`src/rtl/core/cpp_pkg.sv`:
```
`timescale 1ns / 1ps
// ----------------------------------------------------------------------------
// Camera point projection package
// Shared constants, types and small arithmetic helpers for the projection core.
// ----------------------------------------------------------------------------
package cpp_pkg;

  // Screen geometry.
  localparam int SCREEN_WIDTH  = 1920;
  localparam int SCREEN_HEIGHT = 1080;
  localparam int SCALE_W       = 14;
  localparam logic [SCALE_W-1:0] WIDTH_SCALE  = SCALE_W'(SCREEN_WIDTH);
  localparam logic [SCALE_W-1:0] HEIGHT_SCALE = SCALE_W'(SCREEN_HEIGHT);
  localparam int SUM_W = 24;
  localparam logic signed [SUM_W-1:0] HALF_WIDTH  = SUM_W'(SCREEN_WIDTH / 2);
  localparam logic signed [SUM_W-1:0] HALF_HEIGHT = SUM_W'(SCREEN_HEIGHT / 2);

  // Fixed point constants of the sine and cosine evaluation.
  localparam logic [30:0] Q30_ONE = 31'h4000_0000;
  localparam logic [30:0] PI_Q29  = 31'd1686629713;

  // Projection offset limit and divider depth.
  localparam int CAP_SHIFT = 20;
  localparam logic [CAP_SHIFT:0] OFFSET_CAP = (CAP_SHIFT + 1)'(1) << CAP_SHIFT;

  // Datapath widths.
  localparam int TRIG_W  = 30;
  localparam int DIFF_W  = 33;
  localparam int COORD_W = 35;
  localparam int MAG_W   = 35;
  localparam int DEPTH_W = 34;
  localparam int ABS_W   = 29;
  localparam int K_W     = 43;
  localparam int K_LO_W  = 22;
  localparam int NUM_W   = 78;
  localparam int DEN_W   = 64;

  // Queue between front and back.
  localparam int QUEUE_DEPTH = 8;
  localparam int QUEUE_AW    = 3;
  localparam int FRONT_DEPTH = 5;

  typedef logic signed [TRIG_W-1:0] trig_t;

  typedef struct packed {
    trig_t ys;
    trig_t yc;
    trig_t ps;
    trig_t pc;
    trig_t fxs;
    trig_t fxc;
    trig_t fys;
    trig_t fyc;
  } trig_set_t;

  typedef struct packed {
    logic signed [COORD_W-1:0] x1;
    logic signed [COORD_W-1:0] y2;
    logic signed [COORD_W-1:0] z2;
    logic [31:0]               rgba;
  } point_entry_t;

  typedef struct packed {
    logic              empty;
    logic              full;
    logic [QUEUE_AW:0] count;
  } queue_status_t;

  typedef enum logic [2:0] {
    REG_CAM_X,
    REG_CAM_Y,
    REG_CAM_Z,
    REG_YAW,
    REG_PITCH,
    REG_FOV_X,
    REG_FOV_Y
  } cfg_reg_t;

  typedef enum logic [2:0] {
    TS_IDLE,
    TS_T,
    TS_T2,
    TS_MUL,
    TS_DIV,
    TS_SS,
    TS_DONE
  } trig_state_t;

  // Horner steps: three for sine, then four for cosine.
  localparam logic [2:0] STEP_SIN_LAST = 3'd2;
  localparam logic [2:0] STEP_COS_LAST = 3'd6;

  // Floor of x divided by the Horner divisor of a step (42, 20, 6, 56, 30,
  // 12, then 2). Each divisor splits into a shift and an odd factor, and the
  // odd factor is divided by a rounded-up reciprocal, which is exact for every
  // dividend below 2^30.
  function automatic logic [29:0] horner_quotient(input logic [29:0] x,
                                                  input logic [2:0]  step);
    logic [1:0]  sh;
    logic [30:0] recip;
    logic [5:0]  rs;
    logic [29:0] y;
    logic [60:0] prod;
    unique case (step)
      3'd0: begin
        sh = 2'd1; recip = 31'd1636178018; rs = 6'd35;
      end
      3'd1: begin
        sh = 2'd2; recip = 31'd1717986919; rs = 6'd33;
      end
      3'd2: begin
        sh = 2'd1; recip = 31'd1431655766; rs = 6'd32;
      end
      3'd3: begin
        sh = 2'd3; recip = 31'd1227133514; rs = 6'd33;
      end
      3'd4: begin
        sh = 2'd1; recip = 31'd1145324613; rs = 6'd34;
      end
      3'd5: begin
        sh = 2'd2; recip = 31'd1431655766; rs = 6'd32;
      end
      default: begin
        sh = 2'd1; recip = 31'd1; rs = 6'd0;
      end
    endcase
    y    = x >> sh;
    prod = 61'(y) * 61'(recip);
    return 30'(prod >> rs);
  endfunction

  // Round a Q28 product sum half up to Q16.16.
  function automatic logic signed [COORD_W-1:0] round_q28(input logic signed [65:0] v);
    logic signed [65:0] r;
    r = v + 66'sd134217728;
    return r[62:28];
  endfunction

  function automatic logic [ABS_W-1:0] abs_trig(input trig_t v);
    return v[TRIG_W-1] ? ABS_W'(-v) : ABS_W'(v);
  endfunction

  function automatic logic signed [15:0] sat16(input logic signed [SUM_W-1:0] v);
    logic signed [15:0] r;
    if (v > 24'sd32767) begin
      r = 16'sh7fff;
    end else if (v < -24'sd32768) begin
      r = 16'sh8000;
    end else begin
      r = v[15:0];
    end
    return r;
  endfunction

endpackage

```
`src/rtl/core/cpp_fifo.sv`:
```
`timescale 1ns / 1ps
// ----------------------------------------------------------------------------
// Camera point projection queue
// Short FIFO that decouples the rotation front end from the projection back end.
// ----------------------------------------------------------------------------
module cpp_fifo (
  input  logic                   clk,
  input  logic                   rst,
  input  logic                   push,
  input  cpp_pkg::point_entry_t  wr_entry,
  input  logic                   pop,
  output cpp_pkg::point_entry_t  rd_entry,
  output cpp_pkg::queue_status_t status
);
  import cpp_pkg::*;

  point_entry_t        mem [QUEUE_DEPTH];
  logic [QUEUE_AW-1:0] wr_ptr, rd_ptr;
  logic [QUEUE_AW:0]   count;
  logic                do_push, do_pop;

  assign do_push = push && !status.full;
  assign do_pop  = pop && !status.empty;

  assign status.empty = count == '0;
  assign status.full  = count == (QUEUE_AW + 1)'(QUEUE_DEPTH);
  assign status.count = count;
  assign rd_entry     = mem[rd_ptr];

  always_ff @(posedge clk) begin
    if (rst) begin
      wr_ptr <= '0;
      rd_ptr <= '0;
      count  <= '0;
    end else begin
      if (do_push) begin
        wr_ptr <= wr_ptr + 1'b1;
      end
      if (do_pop) begin
        rd_ptr <= rd_ptr + 1'b1;
      end
      if (do_push && !do_pop) begin
        count <= count + 1'b1;
      end else if (do_pop && !do_push) begin
        count <= count - 1'b1;
      end
    end
  end

  always_ff @(posedge clk) begin
    if (do_push) begin
      mem[wr_ptr] <= wr_entry;
    end
  end

endmodule

```
`config.mk`:
```
export PLATFORM = sky130hd
export DESIGN_NAME = cpp_fifo
export DESIGN_NICKNAME = d
export VERILOG_FILES = /design/src/rtl/core/cpp_pkg.sv /design/src/rtl/core/cpp_fifo.sv
export SDC_FILE = /design/constraint.sdc
export NUM_CORES = 1
export LEC_CHECK = 0
export BUFFER_PORTS_ARGS = -buffer_cell sky130_fd_sc_hd__buf_2
export CORE_MARGIN = 2
export CORE_UTILIZATION = 44
export CTS_CLUSTER_SIZE = 25
export DETAILED_ROUTE_END_ITERATION = 7
export SLEW_MARGIN = 10
export SYNTH_ARGS = -nofsm -noshare
export SYNTH_HDL_FRONTEND = slang
export SYNTH_SLANG_ARGS = --single-unit
```
`constraint.sdc`:
```
create_clock -name clk -period 18.3 [get_ports clk]
set_clock_uncertainty 0.2 [all_clocks]
set_input_delay 1.83 -clock clk [delete_from_list [all_inputs] [get_ports clk]]
set_output_delay 1.83 -clock clk [all_outputs]
set_load 0.01 [all_outputs]
```
Yosys cells after proc, flatten, opt, wreduce, memory -nomap -nowiden:

Memories as Yosys holds them, arrays and structs flattened. A register that Yosys moved wholly into a read port is not among the register bits.
Index checks and enable logic that the tools add are counted.

* flip-flop bits (word level): 10
* bits in latches: 0
* bits in writable memories: 1096
* ROM bits: 0
* input bits: 141
* output and inout port bits: 143
* logic and storage cells: 25
* memories: 1

Memories
* mem: depth 8, bits a word 137, read ports 1, clocked after Yosys merged registers in 1, wr ports 1, RTL line cpp_fifo.sv:17 `point_entry_t mem [QUEUE_DEPTH];`

* $add $sub $neg: 4
* $mul: 0
* div/mod/pow operators: 0
* order comparisons: 0
* equal/unequal tests: 1
* shift operators: 0
* muxes and demuxes: 6
* bitwise operators: 0
* reduce and logical (&&, ||, !) cells: 10

Operator list (count)
* $mux 4: 2
* $add 3x1->3 const B: 2
* $mux 3: 2
* $add 4x1->4 const B: 1
* $eq 4x4->1 const B: 1
* $logic_and 1x1->1: 4
* $logic_not 1->1: 4
* $logic_not 4->1: 1
* $sub 4x1->4 const B: 1
* $mux 1: 2
* $reduce_bool 2->1: 1

Longest topological paths before layout:

* depth after elaboration: 7
* mapped depth: 10
* mapped depth without buffers: 10

Worst setup path after synthesis:

No wires, ideal clock.

* kind: input-to-reg
* from: input port push
* to: memory mem[0][0] in the netlist's numbering, enable pin
* setup time: 969 ps
* arrival: 14834 ps
* data required time: 17131 ps
* path slack: 2297 ps
* cell stages on the path: 2
* path buffers: 0
* cell sequence: nand2_1 > nor4_1

* longest elaborated chain between the ends: 3

Ends and longest elaborated chain
* start, declared: RTL line cpp_fifo.sv:9 `input logic push,`
* $logic_and 1x1->1: RTL line cpp_fifo.sv:22 `assign do_push = push && !status.full;`
* $mux 1: RTL line cpp_fifo.sv:51 `if (do_push) begin`
* $mux 1 (implied by the code): RTL line cpp_fifo.sv:52 `mem[wr_ptr] <= wr_entry;`
* end, declared: RTL line cpp_fifo.sv:17

No other way between the ends.

==> flow_summary.ini <==
[clock_network]
clock-sinks = 1109
clk-insertion-delay-late_ns = 0.68
clk_root_buffer_cell = clkbuf_16
cts.repair.resized = 0
cts_buffers = 110
clk_transition_reported_paths_ns = 0.06
cts_setup_buffers = 0
clockBufferDepth = 3
cts_tree = yes
htree_num_levels = 3
hold_buffers = 0

[pwr]
p_leak_nw = 15.3
net-switching-power_w = 0.00167
p_sw_share_pct = 25.1
clkPwrFrac_pct = 33.5
power.internal_w = 0.00497
combPwrFrac_pct = 20.8
seq_power_share_pct = 45.7
power_w = 0.00664
cellPowerDensity_nw_per_um2 = 138
peakVddDrop_uv = 85.1

[route]
final_antenna_net_count = 0
route.detailed.drc = 0
viasPerCell = 5.37
wirelength_mm = 84.6
dr.pass1.iters = 4
drtIter0Drc = 1364
wl_per_cell_um = 25.1
dr_total_vias = 18100

[floorplanning]
ios = 284
chipWidth_um = 312
dieArea_um2 = 97500
core_um2 = 94600
rows = 113
fp.dieH_um = 312
start_util_pct = 44.2

[finish]
fin_nets = 2158
area_delta_synth_final_pct = 15.4
fill_cells = 7376
fin_cells = 3376
drive_gt1_share_pct = 43.0
post-route-util_pct = 51.0

[global_routing]
grt_pass1_wl_mm = 127
antenna_found_initial = 15
overflow = 0
grt_usage_pct = 17.6
grt_pass1_vias = 19900
grt_max_degree = 120

[setup_path]
worst-path-max-fanout = 52
crit_arrival_ns = 4.63
end_kind = primary output
rr_worst_depth = 6
timing.rr.start = count[0]
r2r_slack_ns = 14.25
critPathKind = reg2out
cp-start-kind = register
r2r_end = mem[2][68]
worstPathRequired_ns = 16.27

[sta]
period_share_pct = 36.4
rsz0062_at_grt = no
finalSetupTns_ns = 0
min_period_ns = 6.66
fmax_mhz = 150
finalHoldViolations = 0
tightest_slew_ns = 1.07
slew_headroom_pct = 28.4
setup_viol = 0
maxSlewViolCount = 0
setup_ws_ns = 11.64

[outcome]
outcome = complete, no violations

[synthesis]
synth_area_leaders = edfxtp_1, mux4_2, mux2_2
ys_ff_latch = 1109
syn_nets = 1803
yosys.area.top_type_share_pct = 78.8
ys_warn_count = 0
syn_avg_cell_area_um2 = 25.2
syn_inst = 1656
synthMuxAreaShare_pct = 18.5
synth_top_cell_by_area = edfxtp_1
ys_seq_area_share_pct = 79.4
synth-simple-area-share_pct = 0.359
synth_area_um2 = 41800
synth_compound_gate_area_share_pct = 0.108
synthDistinctLibCells = 26
synth-xor-area-share_pct = 0.126
synth_top_family_by_area = multiplexers
synth_fa_ha_area_share_pct = 0.198

[flow_run]
cap_viol_max_count = 0

[place]
dp_slack_ns = 12.10
dp.cells = 3164
place.gp.congestion = 0.698
dp_hpwl_mm = 46.4
port_buffers = 283

[hold_path]
whs_path_depth = 2
min_from = rd_ptr[2]
hold_class = reg2reg
worst max-delay path: stages (launching register included):
cell and delay, ns:
dfxtp_4 0.97, buf_4 0.89, buf_4 0.94, mux4_2 0.61, mux2_2 0.29, buf_2 0.14
worst max-delay path by stage:
stage,endpoint,slack (ns),start
4_1_cts,rd_entry[67],11.35,register
5_1_grt,rd_entry[67],11.08,register
2_1_floorplan,mem[0][0],2.30,push
3_5_place_dp,rd_entry[67],12.10,register
6_report,rd_entry[67],11.64,register
3_3_place_gp,rd_entry[67],12.16,register
final cells by class:
type,count,area (um2),area share [%]
antenna,7,17.5,0.0363
timing repair buffer,321,1710,3.55
clock inverter,70,699,1.45
inverter,4,15.0,0.0311
sequential,1109,33200,68.8
tap,1265,1580,3.28
multi-input combinational,465,8120,16.8
clock buffer,135,2890,5.99
cells in the mapped netlist:
cell / instances
a211oi_1: 1
edfxtp_1: 1096
nor2_1: 16
ha_1: 5
xnor2_1: 3
dfxtp_1: 13
buf_6: 29
mux2_2: 138
or4b_1: 1
clkbuf_1: 29
fa_1: 1
inv_1: 4
buf_1: 8
mux2i_1: 2
nand2_1: 5
buf_2: 12
xor2_1: 3
nor2b_1: 1
mux4_2: 274
a21oi_1: 3
nor3_1: 4
a31oi_1: 1
nand3_1: 2
nor4_1: 2
o41ai_2: 1
nand2b_1: 2
layout by cell type, fill, tap and decap left out, drive strengths merged, types with 5 or more instances in the layout:
| master | n |
|---|---|
| nand2 | 5 |
| dfxtp | 13 |
| clkbuf | 135 |
| nor2 | 16 |
| mux2 | 138 |
| ha | 5 |
| edfxtp | 1096 |
| mux4 | 274 |
| clkinv | 53 |
| buf | 321 |
| inv | 7 |
| bufinv | 14 |
| diode | 7 |
registers in the layout, summed over array words and instances, names as in the netlist, named ones only:
register  cells
rd_ptr        3
count         4
mem        1096
wr_ptr        3
metrics by stage:
stage                     area [um2]  hold slack [ns]
after floorplan                41800            0.290
after global placement         44600            0.301
after detailed placement       44600            0.303
after CTS                      48200            0.315
after global routing           48200            0.354
final                          48200            0.312
power by group through the flow:
stage	clock, W	combinational (W)	sequential [W]
floorplan	0	0.00104	0.00310
global placement	0	0.00141	0.00308
detailed placement	0	0.00142	0.00309
CTS	0.00229	0.00143	0.00304
global route	0.00238	0.00150	0.00305
finish	0.00223	0.00138	0.00303
logic make-up (layout without fill, tap and decap cells):
family                     after synthesis  after routing
DFF                                   1109           1109
buffers and inverters                   82            530
AOI/OAI and AO/OA                        6              6
adders and majority gates                6              6
other                                    0              7
muxes                                  414            414
xor gates and xnor gates                 6              6
and+or+nand+nor                         33             33
layer usage:
layer	track usage, %	wire [um]	up-vias
li1	-	-	7850
met1	23.5	35200	9735
met2	29.3	42800	416
met3	3.95	4820	123
met4	4.94	1710	20
met5	0	116	-
(Power assumes the default switching activity.)
