===== src/rtl/core/cpp_pkg.sv =====
`timescale 1ns / 1ps
// ----------------------------------------------------------------------------
// Camera point projection package
// Shared constants, types and small arithmetic helpers for the projection core.
// ----------------------------------------------------------------------------
package cpp_pkg;

  // Screen geometry.
  localparam int SCREEN_WIDTH  = 1920;
  localparam int SCREEN_HEIGHT = 1080;
  localparam int SCALE_W       = 14;
  localparam logic [SCALE_W-1:0] WIDTH_SCALE  = SCALE_W'(SCREEN_WIDTH);
  localparam logic [SCALE_W-1:0] HEIGHT_SCALE = SCALE_W'(SCREEN_HEIGHT);
  localparam int SUM_W = 24;
  localparam logic signed [SUM_W-1:0] HALF_WIDTH  = SUM_W'(SCREEN_WIDTH / 2);
  localparam logic signed [SUM_W-1:0] HALF_HEIGHT = SUM_W'(SCREEN_HEIGHT / 2);

  // Fixed point constants of the sine and cosine evaluation.
  localparam logic [30:0] Q30_ONE = 31'h4000_0000;
  localparam logic [30:0] PI_Q29  = 31'd1686629713;

  // Projection offset limit and divider depth.
  localparam int CAP_SHIFT = 20;
  localparam logic [CAP_SHIFT:0] OFFSET_CAP = (CAP_SHIFT + 1)'(1) << CAP_SHIFT;

  // Datapath widths.
  localparam int TRIG_W  = 30;
  localparam int DIFF_W  = 33;
  localparam int COORD_W = 35;
  localparam int MAG_W   = 35;
  localparam int DEPTH_W = 34;
  localparam int ABS_W   = 29;
  localparam int K_W     = 43;
  localparam int K_LO_W  = 22;
  localparam int NUM_W   = 78;
  localparam int DEN_W   = 64;

  // Queue between front and back.
  localparam int QUEUE_DEPTH = 8;
  localparam int QUEUE_AW    = 3;
  localparam int FRONT_DEPTH = 5;

  typedef logic signed [TRIG_W-1:0] trig_t;

  typedef struct packed {
    trig_t ys;
    trig_t yc;
    trig_t ps;
    trig_t pc;
    trig_t fxs;
    trig_t fxc;
    trig_t fys;
    trig_t fyc;
  } trig_set_t;

  typedef struct packed {
    logic signed [COORD_W-1:0] x1;
    logic signed [COORD_W-1:0] y2;
    logic signed [COORD_W-1:0] z2;
    logic [31:0]               rgba;
  } point_entry_t;

  typedef struct packed {
    logic              empty;
    logic              full;
    logic [QUEUE_AW:0] count;
  } queue_status_t;

  typedef enum logic [2:0] {
    REG_CAM_X,
    REG_CAM_Y,
    REG_CAM_Z,
    REG_YAW,
    REG_PITCH,
    REG_FOV_X,
    REG_FOV_Y
  } cfg_reg_t;

  typedef enum logic [2:0] {
    TS_IDLE,
    TS_T,
    TS_T2,
    TS_MUL,
    TS_DIV,
    TS_SS,
    TS_DONE
  } trig_state_t;

  // Horner steps: three for sine, then four for cosine.
  localparam logic [2:0] STEP_SIN_LAST = 3'd2;
  localparam logic [2:0] STEP_COS_LAST = 3'd6;

  // Floor of x divided by the Horner divisor of a step (42, 20, 6, 56, 30,
  // 12, then 2). Each divisor splits into a shift and an odd factor, and the
  // odd factor is divided by a rounded-up reciprocal, which is exact for every
  // dividend below 2^30.
  function automatic logic [29:0] horner_quotient(input logic [29:0] x,
                                                  input logic [2:0]  step);
    logic [1:0]  sh;
    logic [30:0] recip;
    logic [5:0]  rs;
    logic [29:0] y;
    logic [60:0] prod;
    unique case (step)
      3'd0: begin
        sh = 2'd1; recip = 31'd1636178018; rs = 6'd35;
      end
      3'd1: begin
        sh = 2'd2; recip = 31'd1717986919; rs = 6'd33;
      end
      3'd2: begin
        sh = 2'd1; recip = 31'd1431655766; rs = 6'd32;
      end
      3'd3: begin
        sh = 2'd3; recip = 31'd1227133514; rs = 6'd33;
      end
      3'd4: begin
        sh = 2'd1; recip = 31'd1145324613; rs = 6'd34;
      end
      3'd5: begin
        sh = 2'd2; recip = 31'd1431655766; rs = 6'd32;
      end
      default: begin
        sh = 2'd1; recip = 31'd1; rs = 6'd0;
      end
    endcase
    y    = x >> sh;
    prod = 61'(y) * 61'(recip);
    return 30'(prod >> rs);
  endfunction

  // Round a Q28 product sum half up to Q16.16.
  function automatic logic signed [COORD_W-1:0] round_q28(input logic signed [65:0] v);
    logic signed [65:0] r;
    r = v + 66'sd134217728;
    return r[62:28];
  endfunction

  function automatic logic [ABS_W-1:0] abs_trig(input trig_t v);
    return v[TRIG_W-1] ? ABS_W'(-v) : ABS_W'(v);
  endfunction

  function automatic logic signed [15:0] sat16(input logic signed [SUM_W-1:0] v);
    logic signed [15:0] r;
    if (v > 24'sd32767) begin
      r = 16'sh7fff;
    end else if (v < -24'sd32768) begin
      r = 16'sh8000;
    end else begin
      r = v[15:0];
    end
    return r;
  endfunction

endpackage


===== src/rtl/core/cpp_trig.sv =====
`timescale 1ns / 1ps
// ----------------------------------------------------------------------------
// Camera point projection trig sequencer
// Evaluates sine and cosine of yaw, pitch and both fields of view in turn.
// ----------------------------------------------------------------------------
module cpp_trig (
  input  logic              clk,
  input  logic              rst,
  input  logic              restart,
  input  logic [15:0]       yaw,
  input  logic [15:0]       pitch,
  input  logic [14:0]       fov_x,
  input  logic [14:0]       fov_y,
  output cpp_pkg::trig_set_t trig,
  output logic              running
);
  import cpp_pkg::*;

  trig_state_t state, state_next;
  logic [1:0]  ang_idx;
  logic [2:0]  step;
  logic [1:0]  quad;
  logic        swap;
  logic [29:0] t, t2, dividend, quo;
  logic [30:0] p, ss;
  logic [15:0] ang;
  logic [13:0] u;
  logic        swap_nx;
  logic [44:0] t_prod;
  logic [30:0] mul_b;
  logic [29:0] mul_a;
  logic [60:0] mul_prod;
  logic [29:0] mul_hi;
  logic [30:0] ss_f, cc_f;
  logic [28:0] si, co;
  trig_t       s_pos, c_pos, s_out, c_out;

  always_comb begin
    unique case (ang_idx)
      2'd0:    ang = yaw;
      2'd1:    ang = pitch;
      2'd2:    ang = {1'b0, fov_x};
      default: ang = {1'b0, fov_y};
    endcase
  end

  // Octant reduction.
  assign swap_nx = ang[13:0] > 14'd8192;
  assign u       = swap_nx ? 14'(15'd16384 - {1'b0, ang[13:0]}) : ang[13:0];
  assign t_prod  = 45'(u) * 45'(PI_Q29);

  // One shared multiplier serves t*t, t2*p and t*p.
  assign mul_a    = (state == TS_T2 || state == TS_SS) ? t : t2;
  assign mul_b    = (state == TS_T2) ? {1'b0, t} : p;
  assign mul_prod = 61'(mul_a) * 61'(mul_b);
  assign mul_hi   = mul_prod[59:30];

  // Division by the small constant of the current step, done combinationally.
  assign quo = horner_quotient(dividend, step);

  // Final symmetry step: p holds the cosine series at this point.
  assign ss_f  = swap ? p : ss;
  assign cc_f  = swap ? ss : p;
  assign si    = 29'((ss_f + 31'd2) >> 2);
  assign co    = 29'((cc_f + 31'd2) >> 2);
  assign s_pos = trig_t'({1'b0, si});
  assign c_pos = trig_t'({1'b0, co});

  always_comb begin
    unique case (quad)
      2'd0: begin
        s_out = s_pos;
        c_out = c_pos;
      end
      2'd1: begin
        s_out = c_pos;
        c_out = -s_pos;
      end
      2'd2: begin
        s_out = -s_pos;
        c_out = -c_pos;
      end
      default: begin
        s_out = -c_pos;
        c_out = s_pos;
      end
    endcase
  end

  always_comb begin
    state_next = state;
    unique case (state)
      TS_IDLE: state_next = TS_IDLE;
      TS_T:    state_next = TS_T2;
      TS_T2:   state_next = TS_DIV;
      TS_MUL:  state_next = TS_DIV;
      TS_DIV: begin
        if (step == STEP_SIN_LAST) begin
          state_next = TS_SS;
        end else if (step == STEP_COS_LAST) begin
          state_next = TS_DONE;
        end else begin
          state_next = TS_MUL;
        end
      end
      TS_SS:   state_next = TS_DIV;
      TS_DONE: state_next = (ang_idx == 2'd3) ? TS_IDLE : TS_T;
      default: state_next = TS_IDLE;
    endcase
    if (restart) begin
      state_next = TS_T;
    end
  end

  assign running = state != TS_IDLE;

  always_ff @(posedge clk) begin
    if (rst) begin
      state   <= TS_T;
      ang_idx <= 2'd0;
    end else begin
      state <= state_next;
      if (restart) begin
        ang_idx <= 2'd0;
      end else if (state == TS_DONE) begin
        ang_idx <= ang_idx + 2'd1;
      end
    end
  end

  always_ff @(posedge clk) begin
    unique case (state)
      TS_T: begin
        quad <= ang[15:14];
        swap <= swap_nx;
        t    <= t_prod[43:14];
      end
      TS_T2: begin
        t2       <= mul_hi;
        dividend <= mul_hi;
        step     <= '0;
      end
      TS_MUL: begin
        dividend <= mul_hi;
      end
      TS_DIV: begin
        p <= Q30_ONE - 31'(quo);
        if (step != STEP_COS_LAST) begin
          step <= step + 3'd1;
        end
      end
      TS_SS: begin
        ss       <= {1'b0, mul_hi};
        dividend <= t2;
      end
      TS_DONE: begin
        unique case (ang_idx)
          2'd0: begin
            trig.ys <= s_out;
            trig.yc <= c_out;
          end
          2'd1: begin
            trig.ps <= s_out;
            trig.pc <= c_out;
          end
          2'd2: begin
            trig.fxs <= s_out;
            trig.fxc <= c_out;
          end
          default: begin
            trig.fys <= s_out;
            trig.fyc <= c_out;
          end
        endcase
      end
      default: begin
      end
    endcase
  end

endmodule


===== config.mk =====
export PLATFORM = sky130hd
export DESIGN_NAME = cpp_trig
export DESIGN_NICKNAME = d
export VERILOG_FILES = /design/src/rtl/core/cpp_pkg.sv /design/src/rtl/core/cpp_trig.sv
export SDC_FILE = /design/constraint.sdc
export NUM_CORES = 2
export LEC_CHECK = 0
export BUFFER_PORTS_ARGS = -buffer_cell sky130_fd_sc_hd__clkbuf_2
export CAP_MARGIN = 5
export CORE_ASPECT_RATIO = 1.25
export CORE_MARGIN = 2
export CORE_UTILIZATION = 55
export DETAILED_ROUTE_END_ITERATION = 16
export GPL_TIMING_DRIVEN = 0
export PLACE_DENSITY = 0.74
export RECOVER_POWER = 50
export SYNTH_ARGS = -nofsm -noshare
export SYNTH_HDL_FRONTEND = slang
export SYNTH_SLANG_ARGS = --single-unit

===== constraint.sdc =====
create_clock -name clk -period 13.4 [get_ports clk]
set_clock_uncertainty 0.1 [all_clocks]
set_input_delay 4.02 -clock clk [delete_from_list [all_inputs] [get_ports clk]]
set_output_delay 4.02 -clock clk [all_outputs]
set_load 0.01 [all_outputs]

## After elaboration in Yosys (flattened, before gate mapping)

Cells that the tools add are included.

| word-level totals | value |
|---|---|
| output and inout bits | 241 |
| bits of input ports | 65 |
| register bits | 402 |

| operators by class | value |
|---|---|
| multipliers | 3 |
| reduce and logical (&&, ||, !) cells | 19 |
| shift-type cells | 2 |
| bitwise gates (word level) | 1 |
| equality and inequality tests | 19 |
| magnitude comparators | 1 |
| multiplexer cells | 18 |
| add/subtract/negate cells | 8 |

Operators by type and width:

| kind | number |
|---|---|
| $pmux 30 s3 | 2 |
| $pmux 31 s5 | 1 |
| $mux 31 | 3 |
| $add 31x2->31 const B | 2 |
| $mul 30x31->61 | 1 |
| $shr 61x6->30 | 1 |
| $mul 30x31->60 | 1 |
| $neg 29->30 | 2 |
| $pmux 30 s2 | 1 |
| $pmux 16 s3 | 1 |
| $mul 14x31->44 const B | 1 |
| $sub 31x30->31 const A | 1 |
| $mux 30 | 1 |
| $shr 30x2->30 | 1 |
| $pmux 6 s4 | 1 |
| $eq 3x3->1 const B | 6 |
| $gt 14x14->1 const B | 1 |
| $mux 14 | 1 |
| $sub 1x14->14 const A | 1 |
| $eq 3x2->1 const B | 4 |
| $pmux 3 s4 | 1 |
| $reduce_and 2->1 | 5 |
| $reduce_or 2->1 | 5 |
| $mux 3 | 3 |
| other kinds (17) | 24 |

## Longest topological paths before layout

| logic depth | value |
|---|---|
| word-level depth | 7 |
| depth in mapped cells | 43 |
| depth with buffers taken out | 39 |

## Worst setup path before layout

Ideal clock, no wire load.

| path | value |
|---|---|
| kind | input -> register |
| start | in yaw[5] |
| end | reg t[29] (data pin) |
| stages | 31 |
| data arrival time | 12016 ps |
| setup slack | 1024 ps |
| path buffers | 0 |
| cell sequence | a222oi_1 nand3_1 o21ai_0 inv_1 or3_1 or2_2 a2111oi_0 inv_1 fa_1 fa_1 inv_1 fa_1 fa_1 inv_1 fa_1 inv_1 fa_1 inv_1 ha_1 a21o_1 a21o_1 a21o_1 a21oi_1 inv_1 nand3_1 a31oi_1 nor2_1 o31ai_1 a221o_1 a21oi_1 xnor2_1 |

| on the way | value |
|---|---|
| word-level cells in the longest chain between the ends | 4 |
| elaborated cells on any way between the ends | 5 |
| classes of those cells | add/sub (1); mul (1); order compare (1); mux (2) |

Ends and longest elaborated chain:

| element | line | source |
|---|---|---|
| start, declared | cpp_trig.sv:10 | `input logic [15:0] yaw,` |
| $pmux 16 s3 (*) | cpp_trig.sv:39 | `unique case (ang_idx)` |
| $sub 1x14->14 / $gt 14x14->1 (equally long branches) | cpp_trig.sv:49, cpp_trig.sv:48 |  |
| $mux 14 (*) | cpp_trig.sv:49 | `assign u = swap_nx ? 14'(15'd16384 - {1'b0, ang[13:0]}) : ang[13:0];` |
| $mul 14x31->44 (*) | cpp_trig.sv:50 | `assign t_prod = 45'(u) * 45'(PI_Q29);` |
| named net t_prod[43] | cpp_trig.sv:29 | `logic [44:0] t_prod;` |
| end signal, assigned | cpp_trig.sv:136 | `t <= t_prod[43:14];` |
| end, declared | cpp_trig.sv:24 | `logic [29:0] t, t2, dividend, quo;` |

Mark *: on every way through the listed nets, which the timed path passes. The rest lies on a longest branch.
A chain may end at the register's enable or synchronous reset.

## Worst setup path in the final report

| path | value |
|---|---|
| start | reg step[2] |
| end | reg p[20] (data pin) |

| on the way | value |
|---|---|
| word-level cells in the longest chain between the ends | 7 |
| elaborated cells on any way between the ends | 16 |
| classes of those cells | add/sub (1); mul (1); eq/ne (5); shift (2); mux (3); reduce/logical (4) |

Ends and longest elaborated chain:

| element | line | source |
|---|---|---|
| start, declared | cpp_trig.sv:21 | `logic [2:0] step;` |
| start signal, assigned | cpp_trig.sv:149 | `step <= step + 3'd1;` |
| $eq 3x3->1 / $eq 3x1->1 (equally long branches) | cpp_pkg.sv:104 | `unique case (step)` |
| $reduce_or 2->1 (no line) | -- |  |
| $pmux 2 s2 | cpp_pkg.sv:104 |  |
| $shr 30x2->30 | cpp_pkg.sv:127 | `y = x >> sh;` |
| $mul 30x31->61 | cpp_pkg.sv:128 | `prod = 61'(y) * 61'(recip);` |
| $shr 61x6->30 (*) | cpp_pkg.sv:129 | `return 30'(prod >> rs);` |
| $sub 31x30->31 (*) | cpp_trig.sv:147 | `p <= Q30_ONE - 31'(quo);` |
| end signal, assigned | cpp_trig.sv:147 |  |
| end, declared | cpp_trig.sv:25 | `logic [30:0] p, ss;` |

Every way passes the cells marked *; elsewhere a longest branch is shown, timed or not.

==> results.toml <==
[finish]
n_fill_cell = 12500
areaGrowthSynthToFinish_pct = 7.07
nets = 10900
mostFrequentLayoutCells = "inv_1, fa_1, nand2_1"
seq_area_um2 = 12000
final_common_cell = "inv_1"
drive_gt1_share_pct = 5.85
multi_input_area_um2 = 59000

[floorplanning]
num_rows = 154
core_area_um2 = 141000
dieHeight_um = 426
io_pins = 306
start_util_pct = 55.5
chipWidth_um = 341
die_area_um2 = 145000

[setup_path]
cp.required_ns = 13.64
cpPeakStageDelay_ns = 0.91
crit_fanout = 10
cp.depth = 40
cp_num_buf_inv = 13
arrival_ns = 13.45
worstSetupStartpointType = "register"
crit_type = "register to register"
slowest_stage = "o21ai_0"
rr_worst_depth = 40
worst_setup_path_end_kind = "register"
critPathTopFamily = "adder cells"

[yosys]
synth_cells = 8316
synth-async-reset-ratio_pct = 0
yosysSeqAreaShare_pct = 15.3
synth_cell_type_count = 108
avgSynthCellArea_um2 = 9.41
synthTopCellsByArea = "fa_1, edfxtp_1, ha_1, inv_1, nand2_1"
synth_top_area_share_pct = 36.8
yosysTopAreaCell = "fa_1"
synth-edff-count = 395
synthFlopType = "edfxtp_1"
netlist_area_um2 = 78300
yosys_warnings = 0
synth_seq_cells = 400

[place]
routabilityCongestion = 1.08
hpwl_mm = 265
portBuffers = 305

[clocking]
htree_levels = 2
cts_buffers = 39
cts_max_path_buffers = 3
numClockSinks = 400
clkTransAtPathRegs_ns = 0.06
cts_root_buf = "clkbuf_16"
cts_tree = "yes"
clock_latency_ns = 0.58

[timing]
finalMaxSlewViolations = 315
slew_headroom_pct = -180
clock.fmax_mhz = 75.7
setup-tns-final_ns = 0
tightest_slew_ns = 4.19
hold_violations = 0
fin_crit_sh_pct = 98.6
setup_viol = 0
fin_crit_ns = 13.21
rsz0062_at_grt = "true"
worst_hold_slack_ns = 0.504

[route]
via_count = 64700
drtIter0Drc = 6968
drc = 0
via_per_inst = 6.10
finalWirelength_mm = 309
ant_nets = 0
detail_route.first_pass.iterations = 6
avgRoutedWirePerCell_um = 29.1

[grt]
grt_pass1_vias = 67100
grt_max_degree = 61
overflow = 0
grt_usage_pct = 43.0
grt_pass1_wl_mm = 448
antenna_found_initial = 6

[worst_hold_path]
whs_path_depth = 2
holdCritPathClass = "register to register"

[outcome]
violations = "max-capacitance violations, max-slew violations"
status = "finished with violations"

[run]
max-cap-violations = 7
cell families (layout without fill, tap and decap cells):
| logic type | Yosys count | count (layout) | synth area share [%] |
|---|---|---|---|
| flops | 400 | 400 | 15.3 |
| fa+ha+maj | 2136 | 2136 | 48.0 |
| mux | 209 | 209 | 3.10 |
| xor+xnor | 251 | 251 | 2.82 |
| simple gates | 2395 | 2395 | 13.4 |
| other cells | 2 | 26 | 0.00960 |
| compound gates | 943 | 943 | 7.78 |
| buf+inv | 1980 | 2381 | 9.61 |
what timing repair did:
item | CTS | global route
pin swaps | 0 | 1
cloned | 0 | 0
endpoints found under the setup margin | 28 | 26
buffers inserted | 0 | 1
resized for setup | 32 | 54
hold buffers | 0 | 0
through the flow:
stage,util (%),setup WS (ns),area (um^2),std cells
2_1_floorplan,-,1.02,78300,8329
3_3_place_gp,58.3,-1.59,82200,10500
3_5_place_dp,58.5,-1.27,82600,10500
4_1_cts,59.5,0.0235,83900,10600
5_1_grt,59.4,-0.0393,83800,10600
6_report,59.4,0.193,83800,10600
cell usage after synthesis (22+ instances only):
library cell  count
and4_1           24
xor2_1           93
nand3_1          94
xnor2_1         157
mux4_2           22
mux2_2           48
buf_1            26
buf_2            31
nand4_1          70
fa_1           1439
nor3_1           89
a21o_1           91
edfxtp_1        395
a21oi_1         288
nand2b_1         35
mux2i_1         138
nor2_1          612
ha_1            697
and2_1           61
o21ai_0         176
a211oi_1         25
o21ai_1          22
o21a_1           42
and3_1           33
clkbuf_1        291
inv_1          1619
nand2_1        1204
nor2b_1          35
a31oi_1          39
o211ai_1         30
final timing paths:
| check | start | slack (ns) | endpoint |
|---|---|---|---|
| worst max register to register | step[2]$_SDFFCE_PN0P_ | 0.19 | p[20]$_DFFE_PP_ |
| worst max-delay path | step[2]$_SDFFCE_PN0P_ | 0.19 | p[20]$_DFFE_PP_ |
| worst min register to register | ang_idx[0]$_SDFFE_PP0N_ | 0.50 | ang_idx[0]$_SDFFE_PP0N_ |
| worst min-delay path | ang_idx[0]$_SDFFE_PP0N_ | 0.50 | ang_idx[0]$_SDFFE_PP0N_ |
layout make-up:
cell class | instances | share of cell area (%)
Inverter | 1622 | 7.27
Tap cell | 1872 | 2.80
Sequential cell | 400 | 14.3
Antenna cell | 11 | 0.0328
Clock inverter | 24 | 0.333
Timing Repair Buffer | 332 | 1.91
Buffer | 356 | 1.75
Multi-Input combinational cell | 5949 | 70.4
Clock buffer | 47 | 1.20
routing by layer:
metal,track usage [%],wire (um),vias to the layer above
li1,-,-,27200
met1,52.3,111000,32700
met2,69.2,143000,3725
met3,7.40,27200,1092
met4,31.2,28200,4
met5,0,26,-
state kept, by name, summed over array words and instances (netlist names):
register,count
step,3
ss,29
state,3
trig,240
quad,2
t2,30
swap,1
dividend,29
ang_idx,2
t,30
p,31
tightest hold or removal path, stage by stage, from the launching register on:
cell and delay [ns]:
dfxtp_1 0.35, xnor2_1 0.17, nor3_1 0.04
Power is not shown: default switching activity piles up to over one toggle a cycle in this logic, so the estimate is an artifact.
